## src/sv/wct_pkg.sv

```systemverilog
// ============================================================================
// wct_pkg
// Shared types and constants for the wash-cycle countdown timer: phase and
// motor command codes, event codes, register indexes and the control bundle.
// ============================================================================
`default_nettype none

package wct_pkg;

    // Cycle phase kept between events
    typedef enum logic [1:0] {
        PH_STOPPED = 2'd0,
        PH_RUNNING = 2'd1,
        PH_PAUSED  = 2'd2
    } phase_t;

    // Motor driver commands
    typedef enum logic [1:0] {
        CMD_NONE = 2'd0,
        CMD_UP   = 2'd1,
        CMD_DOWN = 2'd2,
        CMD_REV  = 2'd3
    } motor_cmd_t;

    // Event kinds on the input channel
    typedef enum logic [1:0] {
        EV_TICK   = 2'd0,
        EV_BUTTON = 2'd1,
        EV_STOP   = 2'd2
    } event_t;

    // Cycle mode codes
    localparam logic [1:0] MODE_CLEAN = 2'd0;
    localparam logic [1:0] MODE_RINSE = 2'd1;

    // Configuration register indexes
    localparam int unsigned CFG_IDX_W = 3;
    localparam int unsigned CFG_DATA_W = 16;
    localparam logic [CFG_IDX_W-1:0] REG_CYCLE_MODE = 3'd0;
    localparam logic [CFG_IDX_W-1:0] REG_CLEAN_SEC  = 3'd1;
    localparam logic [CFG_IDX_W-1:0] REG_RINSE_SEC  = 3'd2;
    localparam logic [CFG_IDX_W-1:0] REG_SPIN_SEC   = 3'd3;
    localparam logic [CFG_IDX_W-1:0] REG_AGITATE    = 3'd4;

    // Widths and display constants
    localparam int unsigned COUNT_W = 16;
    localparam int unsigned AGIT_W = 12;
    localparam int unsigned MIN_W = 10;
    localparam int unsigned SEC_W = 6;
    localparam int unsigned STEP_W = 4;
    localparam logic [STEP_W-1:0] LAST_STEP = 4'd15;
    localparam logic [SEC_W:0] SEC_PER_MIN = 7'd60;
    localparam logic [COUNT_W-1:0] MAX_MINUTES = 16'd999;
    localparam logic [COUNT_W-1:0] COUNT_MAX = 16'hFFFF;

    // Reciprocal of sixty scaled by 2^21; exact for every 16-bit count
    localparam int unsigned MQ_W = 11;
    localparam int unsigned MIN_SHIFT = 21;
    localparam logic [COUNT_W-1:0] MIN_RECIP = 16'd34953;

    // Reset values of the configuration registers
    localparam logic [1:0] MODE_RESET = 2'd0;
    localparam logic [COUNT_W-1:0] DURATION_RESET = 16'd60;
    localparam logic [AGIT_W-1:0] AGITATE_RESET = 12'd5;

    // Commands from the controller to the datapath
    typedef struct packed {
        logic accept;    // apply the event and load the divider
        logic step;      // one bit of the interval division
        logic load_out;  // move the finished result into the output register
    } dp_cmd_t;

    // Controller states
    typedef enum logic [1:0] {
        ST_IDLE   = 2'd0,
        ST_DIVIDE = 2'd1,
        ST_RESULT = 2'd2
    } ctrl_state_t;

endpackage : wct_pkg

`default_nettype wire

```

## src/sv/wct_ctrl.sv

```systemverilog
// ============================================================================
// wct_ctrl
// Controller for the wash-cycle timer: takes one event, runs the 16-step
// bit-serial division, then hands the result to the output register.
// ============================================================================
`default_nettype none

module wct_ctrl (
    input  wire logic             clk,
    input  wire logic             rst_n,
    input  wire logic             in_valid,
    output logic                  in_ready,
    output logic                  out_valid,
    input  wire logic             out_ready,
    output wct_pkg::dp_cmd_t      dp_cmd
);
    import wct_pkg::*;

    ctrl_state_t        state_reg, state_next;
    logic [STEP_W-1:0]  step_reg, step_next;
    logic               out_valid_reg, out_valid_next;

    // State, step counter and output valid registers
    always_ff @(posedge clk or negedge rst_n)
    begin
        if (!rst_n)
        begin
            state_reg     <= ST_IDLE;
            step_reg      <= '0;
            out_valid_reg <= 1'b0;
        end
        else
        begin
            state_reg     <= state_next;
            step_reg      <= step_next;
            out_valid_reg <= out_valid_next;
        end
    end

    // Next state and commands
    always_comb
    begin
        state_next      = state_reg;
        step_next       = step_reg;
        dp_cmd          = '0;
        in_ready        = 1'b0;
        out_valid_next  = out_valid_reg;

        // Drop valid once the result transfer completes
        if (out_valid_reg && out_ready)
        begin
            out_valid_next = 1'b0;
        end

        unique case (state_reg)
            ST_IDLE:
            begin
                in_ready = 1'b1;
                if (in_valid)
                begin
                    dp_cmd.accept = 1'b1;
                    step_next     = '0;
                    state_next    = ST_DIVIDE;
                end
            end
            ST_DIVIDE:
            begin
                dp_cmd.step = 1'b1;
                step_next   = step_reg + 1'b1;
                if (step_reg == LAST_STEP)
                begin
                    state_next = ST_RESULT;
                end
            end
            ST_RESULT:
            begin
                // Hold until the output register is free
                if (!out_valid_reg || out_ready)
                begin
                    dp_cmd.load_out = 1'b1;
                    out_valid_next  = 1'b1;
                    state_next      = ST_IDLE;
                end
            end
            default:
            begin
                state_next = ST_IDLE;
            end
        endcase
    end

    assign out_valid = out_valid_reg;

`ifndef SYNTHESIS
    // An accepted event always starts a fresh division
    a_accept_starts: assert property (@(posedge clk) disable iff (!rst_n)
        (in_valid && in_ready) |=> (state_reg == ST_DIVIDE && step_reg == '0))
        else $error("accepted event did not start the division");

    // The last division step leads to the result state
    a_divide_ends: assert property (@(posedge clk) disable iff (!rst_n)
        (state_reg == ST_DIVIDE && step_reg == LAST_STEP) |=> (state_reg == ST_RESULT))
        else $error("division did not end after the last step");

    // A waiting result is never overwritten
    a_no_overwrite: assert property (@(posedge clk) disable iff (!rst_n)
        dp_cmd.load_out |-> (!out_valid_reg || out_ready))
        else $error("output register loaded while a result was waiting");

    // No new event while one is still in the division
    a_one_at_a_time: assert property (@(posedge clk) disable iff (!rst_n)
        (in_valid && in_ready) |=> !in_ready)
        else $error("second event accepted during processing");
`endif

endmodule : wct_ctrl

`default_nettype wire

```

## src/sv/wct_dp.sv

```systemverilog
// ============================================================================
// wct_dp
// Datapath for the wash-cycle timer: configuration registers, phase and
// remaining count, the event update, a bit-serial remainder of the count by
// the agitate interval, a reciprocal minute split, and the output register.
// ============================================================================
`default_nettype none

module wct_dp (
    input  wire logic                              clk,
    input  wire logic                              rst_n,
    input  wire wct_pkg::dp_cmd_t                  dp_cmd,
    input  wire logic                              cfg_write,
    input  wire logic [wct_pkg::CFG_IDX_W-1:0]     cfg_index,
    input  wire logic [wct_pkg::CFG_DATA_W-1:0]    cfg_data,
    input  wire logic [1:0]                        func,
    input  wire logic                              motor_running,
    output logic [1:0]                             motor_command,
    output logic [1:0]                             run_state,
    output logic [wct_pkg::MIN_W-1:0]              minutes_left,
    output logic [wct_pkg::SEC_W-1:0]              seconds_left,
    output logic                                   time_shown,
    output logic                                   cycle_done
);
    import wct_pkg::*;

    // Configuration registers
    logic [1:0]          mode_reg;
    logic [COUNT_W-1:0]  clean_reg;
    logic [COUNT_W-1:0]  rinse_reg;
    logic [COUNT_W-1:0]  spin_reg;
    logic [AGIT_W-1:0]   agit_reg;

    // Block state
    phase_t              phase_reg, phase_next;
    logic [COUNT_W-1:0]  count_reg, count_next;

    // Per-event working registers
    motor_cmd_t          cmd_reg, cmd_next;
    logic                done_reg, done_next;
    logic                blank_reg, blank_next;
    logic                rev_cand_reg, rev_cand_next;
    logic [COUNT_W-1:0]  dvd_reg;
    logic [AGIT_W-1:0]   rem_a_reg;
    logic [MQ_W-1:0]     min_quot_reg;
    logic [SEC_W-1:0]    rem_m_reg;

    // Output register
    logic [1:0]          motor_command_reg;
    logic [1:0]          run_state_reg;
    logic [MIN_W-1:0]    minutes_left_reg;
    logic [SEC_W-1:0]    seconds_left_reg;
    logic                time_shown_reg;
    logic                cycle_done_reg;

    phase_t              cur_phase;
    logic [COUNT_W-1:0]  duration;
    logic [COUNT_W-1:0]  load_count;
    logic [COUNT_W-1:0]  dec_count;
    logic                agit_mode;

    logic                div_bit;
    logic [AGIT_W:0]     sh_a;
    logic                ge_a;
    logic [AGIT_W:0]     diff_a;

    logic [2*COUNT_W-1:0] min_prod;
    logic [COUNT_W-1:0]  min_back;
    logic [COUNT_W-1:0]  min_rem;

    logic                rev_hit;
    motor_cmd_t          cmd_final;
    logic                shown;
    logic [MIN_W-1:0]    mins_sat;

    // Configuration writes
    always_ff @(posedge clk or negedge rst_n)
    begin
        if (!rst_n)
        begin
            mode_reg  <= MODE_RESET;
            clean_reg <= DURATION_RESET;
            rinse_reg <= DURATION_RESET;
            spin_reg  <= DURATION_RESET;
            agit_reg  <= AGITATE_RESET;
        end
        else if (cfg_write)
        begin
            unique case (cfg_index)
                REG_CYCLE_MODE: mode_reg  <= cfg_data[1:0];
                REG_CLEAN_SEC:  clean_reg <= cfg_data;
                REG_RINSE_SEC:  rinse_reg <= cfg_data;
                REG_SPIN_SEC:   spin_reg  <= cfg_data;
                REG_AGITATE:    agit_reg  <= cfg_data[AGIT_W-1:0];
                default:        ;
            endcase
        end
    end

    // Selected duration plus one, saturated
    always_comb
    begin
        unique case (mode_reg)
            MODE_CLEAN: duration = clean_reg;
            MODE_RINSE: duration = rinse_reg;
            default:    duration = spin_reg;
        endcase
        load_count = (duration == COUNT_MAX) ? COUNT_MAX : duration + 1'b1;
        dec_count  = (count_reg == '0) ? '0 : count_reg - 1'b1;
        agit_mode  = (mode_reg == MODE_CLEAN || mode_reg == MODE_RINSE) && (agit_reg != '0);
    end

    // Apply one event to phase and count
    always_comb
    begin
        unique case (phase_reg)
            PH_RUNNING: cur_phase = PH_RUNNING;
            PH_PAUSED:  cur_phase = PH_PAUSED;
            default:    cur_phase = PH_STOPPED;
        endcase

        phase_next    = cur_phase;
        count_next    = count_reg;
        cmd_next      = CMD_NONE;
        done_next     = 1'b0;
        blank_next    = 1'b0;
        rev_cand_next = 1'b0;

        unique case (func)
            EV_TICK:
            begin
                if (cur_phase == PH_RUNNING)
                begin
                    count_next = dec_count;
                    if (dec_count == '0)
                    begin
                        cmd_next   = CMD_DOWN;
                        phase_next = PH_STOPPED;
                        done_next  = 1'b1;
                    end
                    else
                    begin
                        rev_cand_next = agit_mode && motor_running;
                    end
                end
            end
            EV_BUTTON:
            begin
                unique case (cur_phase)
                    PH_RUNNING:
                    begin
                        phase_next = PH_PAUSED;
                        cmd_next   = CMD_DOWN;
                    end
                    PH_PAUSED:
                    begin
                        phase_next = PH_RUNNING;
                        cmd_next   = CMD_UP;
                    end
                    default:
                    begin
                        count_next = load_count;
                        phase_next = PH_RUNNING;
                        cmd_next   = CMD_UP;
                        blank_next = 1'b1;
                    end
                endcase
            end
            EV_STOP:
            begin
                if (cur_phase != PH_STOPPED)
                begin
                    phase_next = PH_STOPPED;
                    count_next = '0;
                    cmd_next   = CMD_DOWN;
                end
            end
            default:
            begin
                // Unused event code: nothing changes
            end
        endcase
    end

    // Phase and count registers
    always_ff @(posedge clk or negedge rst_n)
    begin
        if (!rst_n)
        begin
            phase_reg <= PH_STOPPED;
            count_reg <= '0;
        end
        else if (dp_cmd.accept)
        begin
            phase_reg <= phase_next;
            count_reg <= count_next;
        end
    end

    // One restoring-division step of the count by the agitate interval
    always_comb
    begin
        div_bit = dvd_reg[COUNT_W-1];
        sh_a    = {rem_a_reg, div_bit};
        ge_a    = sh_a >= {1'b0, agit_reg};
        diff_a  = sh_a - {1'b0, agit_reg};
    end

    // Minutes by reciprocal multiply, seconds by taking sixty per minute back off
    always_comb
    begin
        min_prod = {{COUNT_W{1'b0}}, count_reg} * {{COUNT_W{1'b0}}, MIN_RECIP};
        min_back = {{(COUNT_W-MQ_W){1'b0}}, min_quot_reg}
                   * {{(COUNT_W-SEC_W-1){1'b0}}, SEC_PER_MIN};
        min_rem  = count_reg - min_back;
    end

    // Event scratch and divider registers; the minute split settles after two steps
    always_ff @(posedge clk)
    begin
        if (dp_cmd.accept)
        begin
            cmd_reg      <= cmd_next;
            done_reg     <= done_next;
            blank_reg    <= blank_next;
            rev_cand_reg <= rev_cand_next;
            dvd_reg      <= count_next;
            rem_a_reg    <= '0;
            rem_m_reg    <= '0;
        end
        else if (dp_cmd.step)
        begin
            dvd_reg      <= {dvd_reg[COUNT_W-2:0], 1'b0};
            rem_a_reg    <= ge_a ? diff_a[AGIT_W-1:0] : sh_a[AGIT_W-1:0];
            min_quot_reg <= min_prod[MIN_SHIFT +: MQ_W];
            rem_m_reg    <= min_rem[SEC_W-1:0];
        end
    end

    // Resolve the reversal and the display fields
    always_comb
    begin
        rev_hit   = rev_cand_reg && (rem_a_reg == '0)
                    && (count_reg >= {{(COUNT_W-AGIT_W){1'b0}}, agit_reg});
        cmd_final = rev_hit ? CMD_REV : cmd_reg;
        shown     = !blank_reg && (phase_reg != PH_STOPPED) && (count_reg != '0);
        mins_sat  = ({{(COUNT_W-MQ_W){1'b0}}, min_quot_reg} > MAX_MINUTES)
                    ? MAX_MINUTES[MIN_W-1:0] : min_quot_reg[MIN_W-1:0];
    end

    // Output register
    always_ff @(posedge clk)
    begin
        if (dp_cmd.load_out)
        begin
            motor_command_reg <= cmd_final;
            run_state_reg     <= phase_reg;
            minutes_left_reg  <= shown ? mins_sat : '0;
            seconds_left_reg  <= shown ? rem_m_reg : '0;
            time_shown_reg    <= shown;
            cycle_done_reg    <= done_reg;
        end
    end

    assign motor_command = motor_command_reg;
    assign run_state     = run_state_reg;
    assign minutes_left  = minutes_left_reg;
    assign seconds_left  = seconds_left_reg;
    assign time_shown    = time_shown_reg;
    assign cycle_done    = cycle_done_reg;

endmodule : wct_dp

`default_nettype wire

```

## src/sv/wash_cycle_timer.sv

```systemverilog
// Each event passes the accept state, 16 steps of the bit-serial remainder of
// the count by the agitate interval, and the result load; no new event is taken
// before that result load.
// An event is taken while a result waits; its own load then waits for out_ready.
// Reset (rst_n low, asynchronous): phase stopped, count zero, registers at
// their defaults (clean mode, 60 s durations, 5 s agitate interval).
// ============================================================================
// wash_cycle_timer
// Wash-cycle countdown controller: start/pause/stop handling, per-second
// countdown, motor ramp and reversal commands, minute/second display.
// ============================================================================
`default_nettype none

module wash_cycle_timer (
    input  wire logic                              clk,
    input  wire logic                              rst_n,
    input  wire logic                              cfg_write,
    input  wire logic [wct_pkg::CFG_IDX_W-1:0]     cfg_index,
    input  wire logic [wct_pkg::CFG_DATA_W-1:0]    cfg_data,
    input  wire logic                              in_valid,
    output logic                                   in_ready,
    input  wire logic [1:0]                        func,
    input  wire logic                              motor_running,
    output logic                                   out_valid,
    input  wire logic                              out_ready,
    output logic [1:0]                             motor_command,
    output logic [1:0]                             run_state,
    output logic [wct_pkg::MIN_W-1:0]              minutes_left,
    output logic [wct_pkg::SEC_W-1:0]              seconds_left,
    output logic                                   time_shown,
    output logic                                   cycle_done
);
    import wct_pkg::*;

    dp_cmd_t dp_cmd;

    // Sequence control
    wct_ctrl u_ctrl (
        .clk       (clk),
        .rst_n     (rst_n),
        .in_valid  (in_valid),
        .in_ready  (in_ready),
        .out_valid (out_valid),
        .out_ready (out_ready),
        .dp_cmd    (dp_cmd)
    );

    // State, arithmetic and result register
    wct_dp u_dp (
        .clk           (clk),
        .rst_n         (rst_n),
        .dp_cmd        (dp_cmd),
        .cfg_write     (cfg_write),
        .cfg_index     (cfg_index),
        .cfg_data      (cfg_data),
        .func          (func),
        .motor_running (motor_running),
        .motor_command (motor_command),
        .run_state     (run_state),
        .minutes_left  (minutes_left),
        .seconds_left  (seconds_left),
        .time_shown    (time_shown),
        .cycle_done    (cycle_done)
    );

endmodule : wash_cycle_timer

`default_nettype wire

```

## config.mk

```make
export PLATFORM = sky130hd
export DESIGN_NAME = wash_cycle_timer
export DESIGN_NICKNAME = d
export VERILOG_FILES = /design/src/sv/wct_pkg.sv /design/src/sv/wct_ctrl.sv /design/src/sv/wct_dp.sv /design/src/sv/wash_cycle_timer.sv
export SDC_FILE = /design/constraint.sdc
export NUM_CORES = 1
export LEC_CHECK = 0
export ABC_AREA = 1
export ABC_CLOCK_PERIOD_IN_PS = 6200
export BUFFER_PORTS_ARGS = -buffer_cell sky130_fd_sc_hd__buf_2
export CORE_AREA = 2 2 146 148
export DETAILED_ROUTE_END_ITERATION = 10
export DIE_AREA = 0 0 148 150
export MAX_ROUTING_LAYER = met4
export PLACE_DENSITY_LB_ADDON = 0.2
export SYNTH_ARGS = -nofsm -noshare
export SYNTH_HDL_FRONTEND = slang
export SYNTH_HIERARCHICAL = 1
export SYNTH_SLANG_ARGS = --single-unit
export TNS_END_PERCENT = 100
```

## constraint.sdc

```tcl
create_clock -name clk -period 6.2 [get_ports clk]
set_input_delay 1.24 -clock clk [delete_from_list [all_inputs] [get_ports clk]]
set_output_delay 1.24 -clock clk [all_outputs]
set_load 0.005 [all_outputs]
```

==> results.json <==
{
  "syn-num-nets": 1775,
  "numCtsBuffers": 17,
  "gp_congestion": 0.994,
  "synth_area_um2": 12200,
  "holdWs_ns": 0.441,
  "cts-resized-gates": 0,
  "drive_gt1_share_pct": 9.21,
  "clockBufferDepth": 2,
  "cts_tree": "done",
  "critical_path_class": "reg -> reg",
  "rsz0062_at_grt": "false",
  "first_pass_iters": 6,
  "grt_pass1_vias": 10000,
  "io_pins": 51,
  "regArea_um2": 4180,
  "ant_nets": 0,
  "cp_max_fo": 10,
  "drc": 0,
  "yosys_register_bits": 159,
  "root_buffer": "clkbuf_16",
  "tightest_slew_ns": 1.16,
  "rr_worst_depth": 15,
  "grt_max_degree": 64,
  "multi_input_area_um2": 7010,
  "syn2layout_area_growth_pct": 8.35,
  "finalHoldViolCount": 0,
  "clock_skew_ns": 0.0165,
  "wl_per_cell_um": 16.0,
  "cts.sinks": 159,
  "post_cts_buffers": 0,
  "nFillCells": 1870,
  "synthArstFlopShare_pct": 54.7,
  "clk_latency_ns": 0.44,
  "min_from": "u_dp/done_reg",
  "period_share_pct": 74.6,
  "r2r_start": "u_dp/count_reg[2]",
  "maxCapViolCount": 0,
  "port_buffers": 50,
  "initial_core_util_pct": 59.1,
  "synth_edf_count": 54,
  "r2r-end": "u_dp/min_quot_reg[6]",
  "drv_slew": 0,
  "hpwl_um": 23000,
  "r2r_slack_ns": 1.57,
  "worst_setup_path_start_kind": "flip-flop",
  "final_util_pct": 64.0,
  "grt_pass1_wl_um": 50400,
  "die_h_um": 150,
  "fin_crit_ns": 4.63,
  "fmax_mhz": 216,
  "endpoint": "u_dp/min_quot_reg[6]",
  "cp-startpoint": "u_dp/count_reg[2]",
  "worstPathRequired_ns": 6.39,
  "drtIter0Drc": 805,
  "routed_via_density": 5.58,
  "yosysWarnings": 6,
  "final_nets": 1808,
  "cts_hold_buffers": 0,
  "vias": 10700,
  "cts_htree_levels": 4,
  "status": "completed",
  "min_path_type": "reg -> reg",
  "grt.total_usage_pct": 29.6,
  "slew_headroom_pct": 22.3,
  "dpl.cell_count": 1882,
  "design.core.area_um2": 20700,
  "endpoint_kind": "flip-flop",
  "stdcell_count": 1915,
  "gr-total-overflow": 0,
  "wl_um": 30600,
  "ys_seq_area_share_pct": 34.2,
  "synthCells": 1593,
  "die_width_um": 148,
  "yosysUniqueCellTypes": 53,
  "synth_ff_type": "dfrtp_1",
  "die-area_um2": 22200,
  "finalSetupViolations": 0,
  "syn-mean-instance-area_um2": 7.67,
  "antenna_found_initial": 1,
  "arrival_ns": 4.82,
  "tns_ns": 0,
  "rows": 53,
  "clkTransAtPathRegs_ns": 0.08
}
-- routing by layer --
layer  vias to the layer above  track usage (%)  wire (um)
met3                        53             6.22       2170
met1                      4952             40.2      14200
met4                         0             8.14        633
li1                       5324                -          -
met2                       354             45.1      13600
met5                         -                -          0
-- cell usage after synthesis, types with 5 or more instances --
cell      number  area (um^2)
nand4_1       22          138
ha_1         134         1680
a21oi_1       96          480
clkbuf_1      26         97.6
nor2_4         5         56.3
nor2_2        11         68.8
nor3_1         8         40.0
o21ai_0      126          631
nand3_1       75          375
o211ai_1       5         37.5
dfstp_2       14          368
o22ai_1        6         37.5
fa_1          21          420
inv_1        215          807
nand3_2        9         90.1
nand3b_1       8         60.1
a211oi_1       6         45.0
edfxtp_1      54         1620
nand2_1      432         1620
a21o_1         7         52.6
dfxtp_1       18          360
o21bai_1       8         60.1
xor2_1        20          175
a31oi_1        6         37.5
nor4_1        10         62.6
buf_2          8         40.0
buf_6          5         56.3
nand2_2        8         50.1
clkinv_1       7         26.3
dfrtp_1       73         1830
nor2_1       109          409
xnor2_1        9         78.8
-- how the worst min path moves through the flow --
stage	to	slack, ns	cells after the start
floorplan	u_dp/cycle_done	0.40	0
global placement	u_dp/cycle_done	0.44	0
detailed placement	u_dp/cycle_done	0.43	0
CTS	u_dp/cycle_done	0.45	0
global route	u_dp/cycle_done	0.45	0
finish	u_dp/cycle_done	0.44	0
-- per-stage QoR --
step                setup WS, ns  area (um^2)
floorplan                   2.15        12200
global placement            1.72        12700
detailed placement          1.69        12700
CTS                         1.66        13200
global route                1.30        13200
finish                      1.57        13200
-- cell families after synthesis --
| family | Yosys count | synth area share (%) |
|---|---|---|
| and+or+nand+nor | 714 | 26.0 |
| xor gates and xnor gates | 29 | 2.08 |
| adders and majority gates | 155 | 17.2 |
| AOI/OAI and AO/OA | 272 | 12.1 |
| buffers and inverters | 264 | 8.50 |
| DFF | 159 | 34.2 |
-- critical path, stage by stage (launching register included) --
cell,delay (ns)
dfrtp_1,0.63
ha_1,0.36
fa_1,0.58
inv_1,0.07
fa_1,0.50
inv_1,0.04
ha_1,0.28
ha_1,0.30
ha_1,0.36
nand2_1,0.11
nor4_1,0.64
nand4_1,0.17
nand3_1,0.16
nand2_1,0.06
nand2_1,0.07
xor2_1,0.06
-- final cells by class --
| cell class | count | area share, % |
|---|---|---|
| inverters | 224 | 6.36 |
| well taps | 275 | 2.60 |
| clock inverters | 15 | 1.22 |
| diodes | 1 | 0.0189 |
| clock buffers | 17 | 3.21 |
| flip-flops and latches | 159 | 31.5 |
| multi-input cells | 1170 | 52.9 |
| repair buffers | 54 | 2.13 |
-- cells in the final DEF (no fill, tap or decap), drive strengths merged, types with 20 or more instances in the layout --
cell,synthesis,layout
a21oi,96,96
buf,14,54
dfrtp,73,73
edfxtp,54,54
fa,21,21
ha,134,134
inv,216,225
nand2,443,443
nand3,88,88
nand4,22,22
nor2,126,126
o21ai,128,128
xor2,20,20
Power is not shown: default switching activity piles up to over one toggle a cycle in this logic, so the estimate is an artifact.
